===== config.mk =====
export PLATFORM = sky130hd
export DESIGN_NAME = token_bucket_packet_shaper_core
export DESIGN_NICKNAME = d
export VERILOG_FILES = /design/src/hdl/tbps_pkg.sv /design/src/hdl/tbps_ram.sv /design/src/hdl/tbps_ctrl.sv /design/src/hdl/tbps_dp.sv /design/src/hdl/token_bucket_packet_shaper_core.sv
export SDC_FILE = /design/constraint.sdc
export NUM_CORES = 2
export LEC_CHECK = 0
export BUFFER_PORTS_ARGS = -buffer_cell sky130_fd_sc_hd__buf_2
export CORE_ASPECT_RATIO = 1.1
export CORE_MARGIN = 2
export CORE_UTILIZATION = 42
export CTS_CLUSTER_DIAMETER = 80
export DETAILED_ROUTE_END_ITERATION = 6
export GPL_ROUTABILITY_DRIVEN = 0
export GPL_TIMING_DRIVEN = 0
export PLACE_DENSITY_LB_ADDON = 0.15
export SYNTH_ARGS = -nofsm -noshare
export SYNTH_HDL_FRONTEND = slang
export SYNTH_SLANG_ARGS = --single-unit

===== constraint.sdc =====
create_clock -name i_clk -period 14 [get_ports i_clk]
set_clock_uncertainty 0.05 [all_clocks]
set_input_delay 0.7 -clock i_clk [delete_from_list [all_inputs] [get_ports i_clk]]
set_output_delay 0.7 -clock i_clk [all_outputs]
set_load 0.05 [all_outputs]

===== src/hdl/tbps_pkg.sv =====
// Shared types and constants for the token bucket packet shaper.
// Used by the controller, the datapath and the top level; no dependencies.
`default_nettype none

package tbps_pkg;

    localparam int unsigned ID_W     = 16;
    localparam int unsigned TOKEN_W  = 16;
    localparam int unsigned STATUS_W = 3;
    localparam int unsigned WAIT_W   = 7;
    localparam int unsigned ENTRY_W  = ID_W + TOKEN_W;

    localparam logic [TOKEN_W-1:0] BUCKET_DEPTH_RST = 16'd10;

    localparam logic OP_TICK    = 1'b0;
    localparam logic OP_ARRIVAL = 1'b1;

    typedef enum logic [STATUS_W-1:0] {
        ST_TOKEN_KEPT = 3'd0,
        ST_TOKEN_DROP = 3'd1,
        ST_TOO_BIG    = 3'd2,
        ST_QUEUED     = 3'd3,
        ST_PASSED     = 3'd4,
        ST_QFULL      = 3'd5
    } t_status;

    typedef enum logic {
        S_IDLE = 1'b0,
        S_EXEC = 1'b1
    } t_state;

    // controller to datapath
    typedef struct packed {
        logic load_in;  // capture input word, start head read
        logic exec;     // apply the step and load the output register
    } t_ctrl_cmd;

    // datapath to controller
    typedef struct packed {
        logic out_valid;
    } t_dp_stat;

endpackage

`default_nettype wire


===== src/hdl/tbps_ram.sv =====
// Generic single-write, single-read RAM with registered read data.
// No dependencies.
`default_nettype none

module tbps_ram #(
    parameter int unsigned WIDTH = 32,
    parameter int unsigned DEPTH = 64
) (
    input  wire logic                     i_clk,
    input  wire logic                     i_wr_en,
    input  wire logic [$clog2(DEPTH)-1:0] i_wr_addr,
    input  wire logic [WIDTH-1:0]         i_wr_data,
    input  wire logic                     i_rd_en,
    input  wire logic [$clog2(DEPTH)-1:0] i_rd_addr,
    output logic      [WIDTH-1:0]         o_rd_data
);

    logic [WIDTH-1:0] r_mem [DEPTH];

    always_ff @(posedge i_clk) begin
        if (i_wr_en) begin
            r_mem[i_wr_addr] <= i_wr_data;
        end
        if (i_rd_en) begin
            o_rd_data <= r_mem[i_rd_addr];
        end
    end

endmodule

`default_nettype wire


===== src/hdl/tbps_ctrl.sv =====
// Controller state machine of the shaper: sequences capture and execute.
// Depends on tbps_pkg.
`default_nettype none

module tbps_ctrl
    import tbps_pkg::*;
(
    input  wire logic      i_clk,
    input  wire logic      i_rst_n,
    input  wire logic      i_s_tvalid,
    output logic           o_s_tready,
    input  wire logic      i_m_tready,
    input  wire t_dp_stat  i_stat,
    output t_ctrl_cmd      o_cmd
);

    t_state r_state;
    t_state n_state;

    always_ff @(posedge i_clk) begin
        if (!i_rst_n) begin
            r_state <= S_IDLE;
        end else begin
            r_state <= n_state;
        end
    end

    always_comb begin
        n_state       = r_state;
        o_s_tready    = 1'b0;
        o_cmd.load_in = 1'b0;
        o_cmd.exec    = 1'b0;
        unique case (r_state)
            S_IDLE: begin
                o_s_tready = 1'b1;
                if (i_s_tvalid) begin
                    o_cmd.load_in = 1'b1;
                    n_state       = S_EXEC;
                end
            end
            S_EXEC: begin
                // hold until the output register is free or drains this cycle
                if (!i_stat.out_valid || i_m_tready) begin
                    o_cmd.exec = 1'b1;
                    n_state    = S_IDLE;
                end
            end
            default: begin
                n_state = S_IDLE;
            end
        endcase
    end

endmodule

`default_nettype wire


===== src/hdl/tbps_dp.sv =====
// Datapath of the shaper: bucket, queue pointers, queue memory, output register.
// Depends on tbps_pkg and tbps_ram.
`default_nettype none

module tbps_dp
    import tbps_pkg::*;
#(
    parameter int unsigned QUEUE_DEPTH = 64
) (
    input  wire logic                i_clk,
    input  wire logic                i_rst_n,
    input  wire t_ctrl_cmd           i_cmd,
    output t_dp_stat                 o_stat,
    input  wire logic                i_opcode,
    input  wire logic [ID_W-1:0]     i_packet_id,
    input  wire logic [TOKEN_W-1:0]  i_tokens_needed,
    input  wire logic                i_cfg_wr_en,
    input  wire logic [TOKEN_W-1:0]  i_cfg_wr_data,
    input  wire logic                i_m_tready,
    output logic                     o_out_valid,
    output logic [STATUS_W-1:0]      o_status,
    output logic                     o_release_valid,
    output logic [ID_W-1:0]          o_release_id,
    output logic [TOKEN_W-1:0]       o_tokens_now,
    output logic [WAIT_W-1:0]        o_waiting_now
);

    localparam int unsigned PTR_W = $clog2(QUEUE_DEPTH);
    localparam int unsigned CNT_W = $clog2(QUEUE_DEPTH + 1);
    localparam logic [PTR_W-1:0] LAST_SLOT = PTR_W'(QUEUE_DEPTH - 1);
    localparam logic [CNT_W-1:0] FULL_CNT  = CNT_W'(QUEUE_DEPTH);

    // captured input word (payload, no reset)
    logic               r_op;
    logic [ID_W-1:0]    r_id;
    logic [TOKEN_W-1:0] r_need;

    logic [TOKEN_W-1:0] r_depth;
    logic [TOKEN_W-1:0] r_tokens;
    logic [TOKEN_W-1:0] n_tokens;
    logic [PTR_W-1:0]   r_head;
    logic [PTR_W-1:0]   n_head;
    logic [PTR_W-1:0]   r_tail;
    logic [PTR_W-1:0]   n_tail;
    logic [CNT_W-1:0]   r_fill;
    logic [CNT_W-1:0]   n_fill;

    logic               r_out_valid;
    t_status            r_status;
    t_status            n_status;
    logic               r_rel_valid;
    logic               n_rel_valid;
    logic [ID_W-1:0]    r_rel_id;
    logic [ID_W-1:0]    n_rel_id;

    logic [ENTRY_W-1:0] head_entry;
    logic [TOKEN_W-1:0] head_need;
    logic [TOKEN_W-1:0] tick_tokens;
    logic               enq;
    logic [31:0]        fill_wide;

    tbps_ram #(
        .WIDTH (ENTRY_W),
        .DEPTH (QUEUE_DEPTH)
    ) u_queue_ram (
        .i_clk     (i_clk),
        .i_wr_en   (enq),
        .i_wr_addr (r_tail),
        .i_wr_data ({r_id, r_need}),
        .i_rd_en   (i_cmd.load_in),
        .i_rd_addr (r_head),
        .o_rd_data (head_entry)
    );

    assign head_need = head_entry[TOKEN_W-1:0];

    always_ff @(posedge i_clk) begin
        if (i_cmd.load_in) begin
            r_op   <= i_opcode;
            r_id   <= i_packet_id;
            r_need <= i_tokens_needed;
        end
    end

    always_comb begin
        n_tokens    = r_tokens;
        n_head      = r_head;
        n_tail      = r_tail;
        n_fill      = r_fill;
        n_status    = ST_TOKEN_KEPT;
        n_rel_valid = 1'b0;
        n_rel_id    = '0;
        enq         = 1'b0;
        tick_tokens = r_tokens;
        if (r_op == OP_TICK) begin
            if (r_tokens >= r_depth) begin
                n_status = ST_TOKEN_DROP;
            end else begin
                tick_tokens = r_tokens + TOKEN_W'(1);
            end
            n_tokens = tick_tokens;
            if (r_fill != '0 && head_need <= tick_tokens) begin
                n_tokens    = tick_tokens - head_need;
                n_rel_valid = 1'b1;
                n_rel_id    = head_entry[ENTRY_W-1:TOKEN_W];
                n_head      = (r_head == LAST_SLOT) ? '0 : r_head + PTR_W'(1);
                n_fill      = r_fill - CNT_W'(1);
            end
        end else begin
            priority if (r_need > r_depth) begin
                n_status = ST_TOO_BIG;
            end else if (r_fill == '0 && r_need <= r_tokens) begin
                n_tokens    = r_tokens - r_need;
                n_status    = ST_PASSED;
                n_rel_valid = 1'b1;
                n_rel_id    = r_id;
            end else if (r_fill >= FULL_CNT) begin
                n_status = ST_QFULL;
            end else begin
                enq      = i_cmd.exec;
                n_tail   = (r_tail == LAST_SLOT) ? '0 : r_tail + PTR_W'(1);
                n_fill   = r_fill + CNT_W'(1);
                n_status = ST_QUEUED;
            end
        end
    end

    always_ff @(posedge i_clk) begin
        if (!i_rst_n) begin
            r_depth     <= BUCKET_DEPTH_RST;
            r_tokens    <= '0;
            r_head      <= '0;
            r_tail      <= '0;
            r_fill      <= '0;
            r_out_valid <= 1'b0;
        end else begin
            if (i_cfg_wr_en) begin
                r_depth <= i_cfg_wr_data;
            end
            if (i_cmd.exec) begin
                r_tokens    <= n_tokens;
                r_head      <= n_head;
                r_tail      <= n_tail;
                r_fill      <= n_fill;
                r_out_valid <= 1'b1;
            end else if (i_m_tready) begin
                r_out_valid <= 1'b0;
            end
        end
    end

    // result fields are payload; tokens and fill are read from the state registers
    always_ff @(posedge i_clk) begin
        if (i_cmd.exec) begin
            r_status    <= n_status;
            r_rel_valid <= n_rel_valid;
            r_rel_id    <= n_rel_id;
        end
    end

    assign fill_wide        = 32'(r_fill);
    assign o_stat.out_valid = r_out_valid;
    assign o_out_valid      = r_out_valid;
    assign o_status         = r_status;
    assign o_release_valid  = r_rel_valid;
    assign o_release_id     = r_rel_id;
    assign o_tokens_now     = r_tokens;
    assign o_waiting_now    = fill_wide[WAIT_W-1:0];

`ifndef SYNTHESIS
    a_fill_bound: assert property (@(posedge i_clk) disable iff (!i_rst_n)
        r_fill <= FULL_CNT)
        else $error("queue fill above depth");

    a_ptr_meet: assert property (@(posedge i_clk) disable iff (!i_rst_n)
        (r_fill == '0 || r_fill == FULL_CNT) |-> (r_head == r_tail))
        else $error("head and tail apart while queue empty or full");

    a_exec_free: assert property (@(posedge i_clk) disable iff (!i_rst_n)
        i_cmd.exec |-> (!r_out_valid || i_m_tready))
        else $error("step executed over an untaken result");

    a_exec_shows: assert property (@(posedge i_clk) disable iff (!i_rst_n)
        i_cmd.exec |=> r_out_valid)
        else $error("executed step left no result");
`endif

endmodule

`default_nettype wire


===== src/hdl/token_bucket_packet_shaper_core.sv =====
// Token bucket packet shaper, top level: stream ports, controller and datapath.
// Depends on tbps_pkg, tbps_ctrl, tbps_dp (which holds tbps_ram).
//
// Usage:
//   Input stream (s side): one word per event. tuser is the opcode
//   (0 token tick, 1 packet arrival); tdata carries packet_id and
//   tokens_needed, both ignored for ticks.
//   Output stream (m side): exactly one result word per input word, in order,
//   with status, release flag and id, bucket level and queue fill after the step.
//   Config: i_cfg_wr_en writes bucket_depth from i_cfg_wr_data at the clock
//   edge; write it only while the block is idle.
// Timing:
//   Each word passes a capture step (take the word, read the queue head from
//   the queue RAM, registered read) and an execute step (update bucket and
//   queue, load the result register); no word is taken before the last one's
//   execute step. A result waiting on the m side does not block the next acceptance; the
//   execute cycle of that next word holds until the result register drains.
// Reset:
//   Synchronous, active low. Clears bucket level, queue pointers and fill,
//   sets bucket_depth to 10. Queue RAM contents are not cleared; no wait.
`default_nettype none

module token_bucket_packet_shaper_core
    import tbps_pkg::*;
#(
    parameter int unsigned QUEUE_DEPTH = 64
) (
    input  wire logic               i_clk,
    input  wire logic               i_rst_n,
    // slave side: input words
    input  wire logic               i_s_tvalid,
    output logic                    o_s_tready,
    input  wire logic [31:0]        i_s_tdata,   // [15:0] packet_id, [31:16] tokens_needed
    input  wire logic               i_s_tuser,   // [0] opcode
    // master side: result words
    output logic                    o_m_tvalid,
    input  wire logic               i_m_tready,
    output logic [39:0]             o_m_tdata,   // [15:0] release_id, [31:16] tokens_now,
                                                 // [38:32] waiting_now, [39] zero
    output logic [3:0]              o_m_tuser,   // [2:0] status, [3] release_valid
    // bucket_depth register
    input  wire logic               i_cfg_wr_en,
    input  wire logic [TOKEN_W-1:0] i_cfg_wr_data
);

    t_ctrl_cmd          cmd;
    t_dp_stat           stat;
    logic [STATUS_W-1:0] status;
    logic               release_valid;
    logic [ID_W-1:0]    release_id;
    logic [TOKEN_W-1:0] tokens_now;
    logic [WAIT_W-1:0]  waiting_now;

    // sequence capture and execute; hold execute while the result waits
    tbps_ctrl u_ctrl (
        .i_clk      (i_clk),
        .i_rst_n    (i_rst_n),
        .i_s_tvalid (i_s_tvalid),
        .o_s_tready (o_s_tready),
        .i_m_tready (i_m_tready),
        .i_stat     (stat),
        .o_cmd      (cmd)
    );

    // bucket, queue and result register
    tbps_dp #(
        .QUEUE_DEPTH (QUEUE_DEPTH)
    ) u_dp (
        .i_clk           (i_clk),
        .i_rst_n         (i_rst_n),
        .i_cmd           (cmd),
        .o_stat          (stat),
        .i_opcode        (i_s_tuser),
        .i_packet_id     (i_s_tdata[15:0]),
        .i_tokens_needed (i_s_tdata[31:16]),
        .i_cfg_wr_en     (i_cfg_wr_en),
        .i_cfg_wr_data   (i_cfg_wr_data),
        .i_m_tready      (i_m_tready),
        .o_out_valid     (o_m_tvalid),
        .o_status        (status),
        .o_release_valid (release_valid),
        .o_release_id    (release_id),
        .o_tokens_now    (tokens_now),
        .o_waiting_now   (waiting_now)
    );

    // pack the result word; pad tdata to whole bytes
    assign o_m_tdata = {1'b0, waiting_now, tokens_now, release_id};
    assign o_m_tuser = {release_valid, status};

endmodule

`default_nettype wire

# == Yosys cells after proc, flatten, opt, wreduce, memory -nomap -nowiden ==
# Memories as Yosys holds them, arrays and structs flattened. A register that Yosys moved wholly into a read port is not among the register bits.
# Index checks and enable logic that the tools add are counted.
# totals
register_bits,106
ramBits,2048
input_bits,54
output_inout_bits,46
wordCells,90
mem_count,1
# memory_table
name,depth,width,read_ports,rd_clocked_by_memory_dff,wr,line,source
u_dp.u_queue_ram.r_mem,64,32,1,1,1,tbps_ram.sv:18,logic [WIDTH-1:0] r_mem [DEPTH];
# op_classes
addsub,7
order_cmp,5
n_eq_ne,6
mux,41
bitwise_logic,5
n_reduce_logical,12
# ops
op,count
$mux W16,10
$mux W7,5
$le A16 B16 Y1,2
$sub A16 B16 Y16,2
$mux W1,19
$add A16 B1 Y16 const B,1
$ge A16 B16 Y1,1
$gt A16 B16 Y1,1
$add A6 B1 Y6 const B,2
$eq A6 B6 Y1 const B,2
$mux W3,4
$mux W6,2
$reduce_and A5 Y1,2
$ne A2 B2 Y1 const B,4
$add A7 B1 Y7 const B,1
$ge A7 B7 Y1 const B,1
$logic_not A7 Y1,1
$reduce_bool A7 Y1,1
$sub A7 B1 Y7 const B,1
$reduce_and A3 Y1,2
$not A1 Y1,5
$reduce_bool A2 Y1,2
$logic_and A1 B1 Y1,2
$pmux W1 S2,1
other kinds (2),2

# == Longest topological paths before layout ==
# depth
ltp_word,10
ltp_mapped,21
mapped_depth_nobuf,19

# == Modules after synthesis ==
# From an unflattened synthesis, not the netlist that was laid out.
# unflattened
hier_cells,4087
hier_area_um2,86013.7
# modules_own_cells
mod,instances,cells_each,area_per_inst_um2
tbps_ram,1,3324,78835.6
tbps_dp,1,753,7088.0
tbps_ctrl,1,7,71.3
token_bucket_packet_shaper_core,1,3,18.8

# == Worst setup path before layout ==
# No wires, ideal clock.
# synth_path
path_kind,reg2reg
start,register u_dp.r_need[0]
end,memory u_dp.u_queue_ram.r_mem[41][0] (enable)
setup_ns,0.421
arrival_time_ns,4.968
path_slack_ns,8.561
path_stages_with_launch,12
n_path_buf,1
synth_period_minus_slack_ns,5.439
cell_sequence,edfxtp_1 ha_1 fa_1 nor2b_1 o31a_1 o311a_1 o21a_1 nor4_4 nand2_1 or4b_1 buf_2 nor2_1
# synth_between
elab_chain_len,7
elab_cells_between_ends,8
# synth_lines
element,line,source
start: declaration,tbps_dp.sv:36,logic [TOKEN_W-1:0] r_need;
start signal: assignment,tbps_dp.sv:81,r_need <= i_tokens_needed;
$le A16 B16 Y1,tbps_dp.sv:112,end else if (r_fill == '0 && r_need <= r_tokens) begin
$logic_and A1 B1 Y1,tbps_dp.sv:112,
$mux W1,tbps_dp.sv:112,
$mux W1 *,tbps_dp.sv:110,priority if (r_need > r_depth) begin
$mux W1 *,tbps_dp.sv:95,if (r_op == OP_TICK) begin
$mux W1 *,tbps_ram.sv:21,if (i_wr_en) begin
$mux W1 (implied by the code) *,tbps_ram.sv:22,r_mem[i_wr_addr] <= i_wr_data;
end: declaration,tbps_ram.sv:18,
# Every way passes the cells marked *; elsewhere a longest branch is shown, timed or not.

# == Final worst setup path ==
# layout_path
start,register u_dp.r_need[0]
end,memory u_dp.u_queue_ram.r_mem[19][18] (enable)
# The elaborated chain is that of the path after synthesis.

==> impl_metrics.csv <==
group,metric,value,unit
route,wl_met1,96.14,mm
critical_path,critPathLaunchType,"flop",
yosys,synth_top_family_by_area,"multiplexers",
flow_run,drv_cap,0,
sta,final.setup.tns,0,ns
yosys,syn_area_per_cell,22.72,um^2
final_layout,final_common_cell,"edfxtp_1",
yosys,async_flop_share,0,%
power_and_ir_drop,power,0.01338,W
critical_path,arrival,7.02,ns
floorplanning,fp-row-count,173,
floorplanning,die_area,207600,um^2
route,top_layer_used,"met4",
route,drtIter0Drc,4806,
yosys,syn_inst,3772,
global_routing,grtUsageTotal,23.41,%
critical_path,critPathRequiredTime,14.51,ns
yosys,synth_simple_gate_area_share,1.732,%
route,drt-wirelength-per-cell,33.40,um
sta,max_slew.worst_pin.slew,1.419,ns
sta,timing.hold.ws,0.03868,ns
critical_path,end_kind,"flop",
yosys,synth_nets,3901,
run_status,status,"finished clean",
clock_network,cts_tree,"built",
floorplanning,die_w,434.7,um
yosys,synthMuxAreaShare,17.90,%
route,dr_total_vias,41800,
route,routed_via_density,5.805,
route,drc_errors,0,
clock_network,clockBufferDepth,3,
yosys,synth-xor-area-share,0.4600,%
critical_path,worstPathMaxFanout,25,
floorplanning,fp.dieH,477.7,um
place,io_buffers,97,
yosys,synthAdderAreaFrac,1.121,%
yosys,yosysWarnings,0,
yosys,ys_ff_latch,2186,
power_and_ir_drop,p_per_area,132.1,nW/um^2
clock_network,numCtsBuffers,218,
place,placed_cell_area,93840,um^2
critical_path,cp_common_cell,"buf_16",
yosys,synth-main-ff-cell,"edfxtp_1",
final_layout,layout_common_cells,"edfxtp_1 (2133), mux4_2 (672), clkbuf_16 (222)",
yosys,synth_area_leader_cell,"edfxtp_1",
sta,finalCritPeriodShare,46.47,%
global_routing,grt_overflow,0,
final_layout,areaGrowthSynthToFinish,18.16,%
global_routing,antenna_found_initial,21,
yosys,synth_area_leaders,"edfxtp_1 (75%), mux4_2 (18%), dfxtp_1 (1.2%)",
yosys,synth_edf_count,2133,
yosys,syn_area,85690,um^2
sta,finalHoldViolCount,0,
clock_network,cts.sinks,2186,
power_and_ir_drop,power.leakage,31.12,nW
final_layout,drive_gt1_share,29.35,%
place,dp_hpwl,167.5,mm
sta,grt_setup_unrepaired,"no",
floorplanning,initial_core_util,42.34,%
critical_path,cp_top_family,"simple AND/OR/NAND/NOR gates",
worst_hold_path,holdCritPathClass,"primary input to flop",
sta,setup_viol,0,
final_layout,finalNonFillerCells,7201,
sta,drv_slew,0,
yosys,synth_top_area_share,74.75,%
sta,clock.fmax,153.7,MHz
sta,maxSlewHeadroom,5.404,%
critical_path,crit_chain,"buf_16 > buf_16 > ha_1 > fa_1 > nor2b_1 > o31a_1 > o311a_1 > o21a_1 > nor4_4 > and2_1 > clkbuf_1 > nand4b_1 > nor2_4 > buf_16",
critical_path,max_stage_delay,1.12,ns
clock_network,cts_setup_buffers,0,
yosys,yosysSeqAreaShare,75.99,%
yosys,yosysUniqueCellTypes,73,
critical_path,timing_worst_setup_path_type,"flop to flop",
yosys,synth_compound_area_share,1.652,%
final_layout,final_area,101200,um^2
route,firstDrtPassIters,5,
critical_path,critPathBufInv,4,
floorplanning,ios,100,
critical_path,critPathSlowestCell,"nor2_4",
clock_network,clock_latency,0.89,ns
sta,layout_min_cycle_time,6.506,ns
global_routing,grt_start_max_net_pins,36,
floorplanning,core_area,202400,um^2
final_layout,final_nets,4421,
global_routing,first_global_vias,42420,
power_and_ir_drop,vdd_drop_max,0.1346,mV
route,routed-wl-met2,121.1,mm
clock_network,cts_root_buf,"clkbuf_16",
route,met3_length,15.42,mm
route,wl,240.5,mm
clock_network,cts.reportedPaths.clkPinSlew,0.06,ns
clock_network,cts_htree_levels,4,
route,ant_nets,0,
global_routing,grt_pass1_wl,335.6,mm
place,place_inst,6737,
cells in the mapped netlist (all sizes together), types with 5 or more instances:
cell,instances
a21oi,40
nand4,14
a21o,15
nor3,13
nand2,59
nor2b,6
xnor2,22
nor2,131
nand3,27
clkbuf,142
xor2,23
and3,12
and2,5
a22oi,5
a22o,18
o21ai,41
o22ai,7
ha,72
edfxtp,2133
o31ai,6
nand2b,10
a31oi,7
buf,51
mux4,672
or3,8
dfxtp,53
inv,60
a211oi,8
o21a,11
nor4,8
mux2i,19
repair_timing:
item / 4_1_cts / 5_1_grt
gates resized for setup: 0 / 0
hold endpoints to repair: 46 / 0
hold buffers: 46 / 0
final timing paths:
path,startpoint,end,slack (ns),cells past startpoint
setup / recovery,u_dp.r_need[0],u_dp.u_queue_ram.r_mem[19][18],7.49,14
hold reg to reg,u_dp.r_depth[14],u_dp.r_depth[14],0.45,2
hold / removal,i_s_tdata[15],u_dp.r_id[15],0.04,1
setup reg to reg,u_dp.r_need[0],u_dp.u_queue_ram.r_mem[19][18],7.49,14
kinds of logic (layout without fill, tap and decap cells):
kind of cell | Yosys count | in the layout
compound gates | 206 | 206
other cells | 1 | 17
flops | 2186 | 2186
buf+inv | 254 | 955
xor+xnor | 45 | 45
fa+ha+maj | 75 | 75
mux | 692 | 692
simple gates | 313 | 313
sequential cells by signal (all words and copies together), names as in the netlist:
signal,flops
u_ctrl.r_state,1
u_dp.o_out_valid,1
u_dp.o_release_id,16
u_dp.o_release_valid,1
u_dp.o_status,3
u_dp.o_tokens_now,16
u_dp.o_waiting_now,7
u_dp.r_depth,16
u_dp.r_head,6
u_dp.r_id,16
u_dp.r_need,16
u_dp.r_op,1
u_dp.r_tail,6
u_dp.u_queue_ram.o_rd_data,32
u_dp.u_queue_ram.r_mem,2048
layer usage:
layer,up-vias,GRT usage (%)
met4,0,7.618
met3,341,3.657
li1,17210,-
met5,-,0
met2,1493,39.05
met1,22760,31.56
layout make-up:
class	instances	area [um^2]
multi-input combinational	1332	20090
clock buffer	278	5766
antenna	16	40.04
buffer	193	755.7
tap	2712	3393
timing repair buffer	300	4741
clock inverter	123	1125
sequential	2186	65110
fill	15970	101100
inverter	61	229.0
through the flow:
step           utilization, %  setup slack, ns
6_report                50.03            7.494
5_1_grt                 50.02            7.298
2_1_floorplan               -            8.561
3_5_place_dp            46.37            7.658
3_3_place_gp            44.25            4.469
4_1_cts                 50.00            7.605
report_power, final:
group / switching [W] / leakage [nW] / internal (W)
Combinational: 0.000258 / 8.11 / 0.000154
Clock: 0.00250 / 3.36 / 0.00322
Sequential: 0.0000371 / 19.7 / 0.00721
Total: 0.00279 / 31.1 / 0.0106
Note: power is estimated with default switching activity, not from simulation.
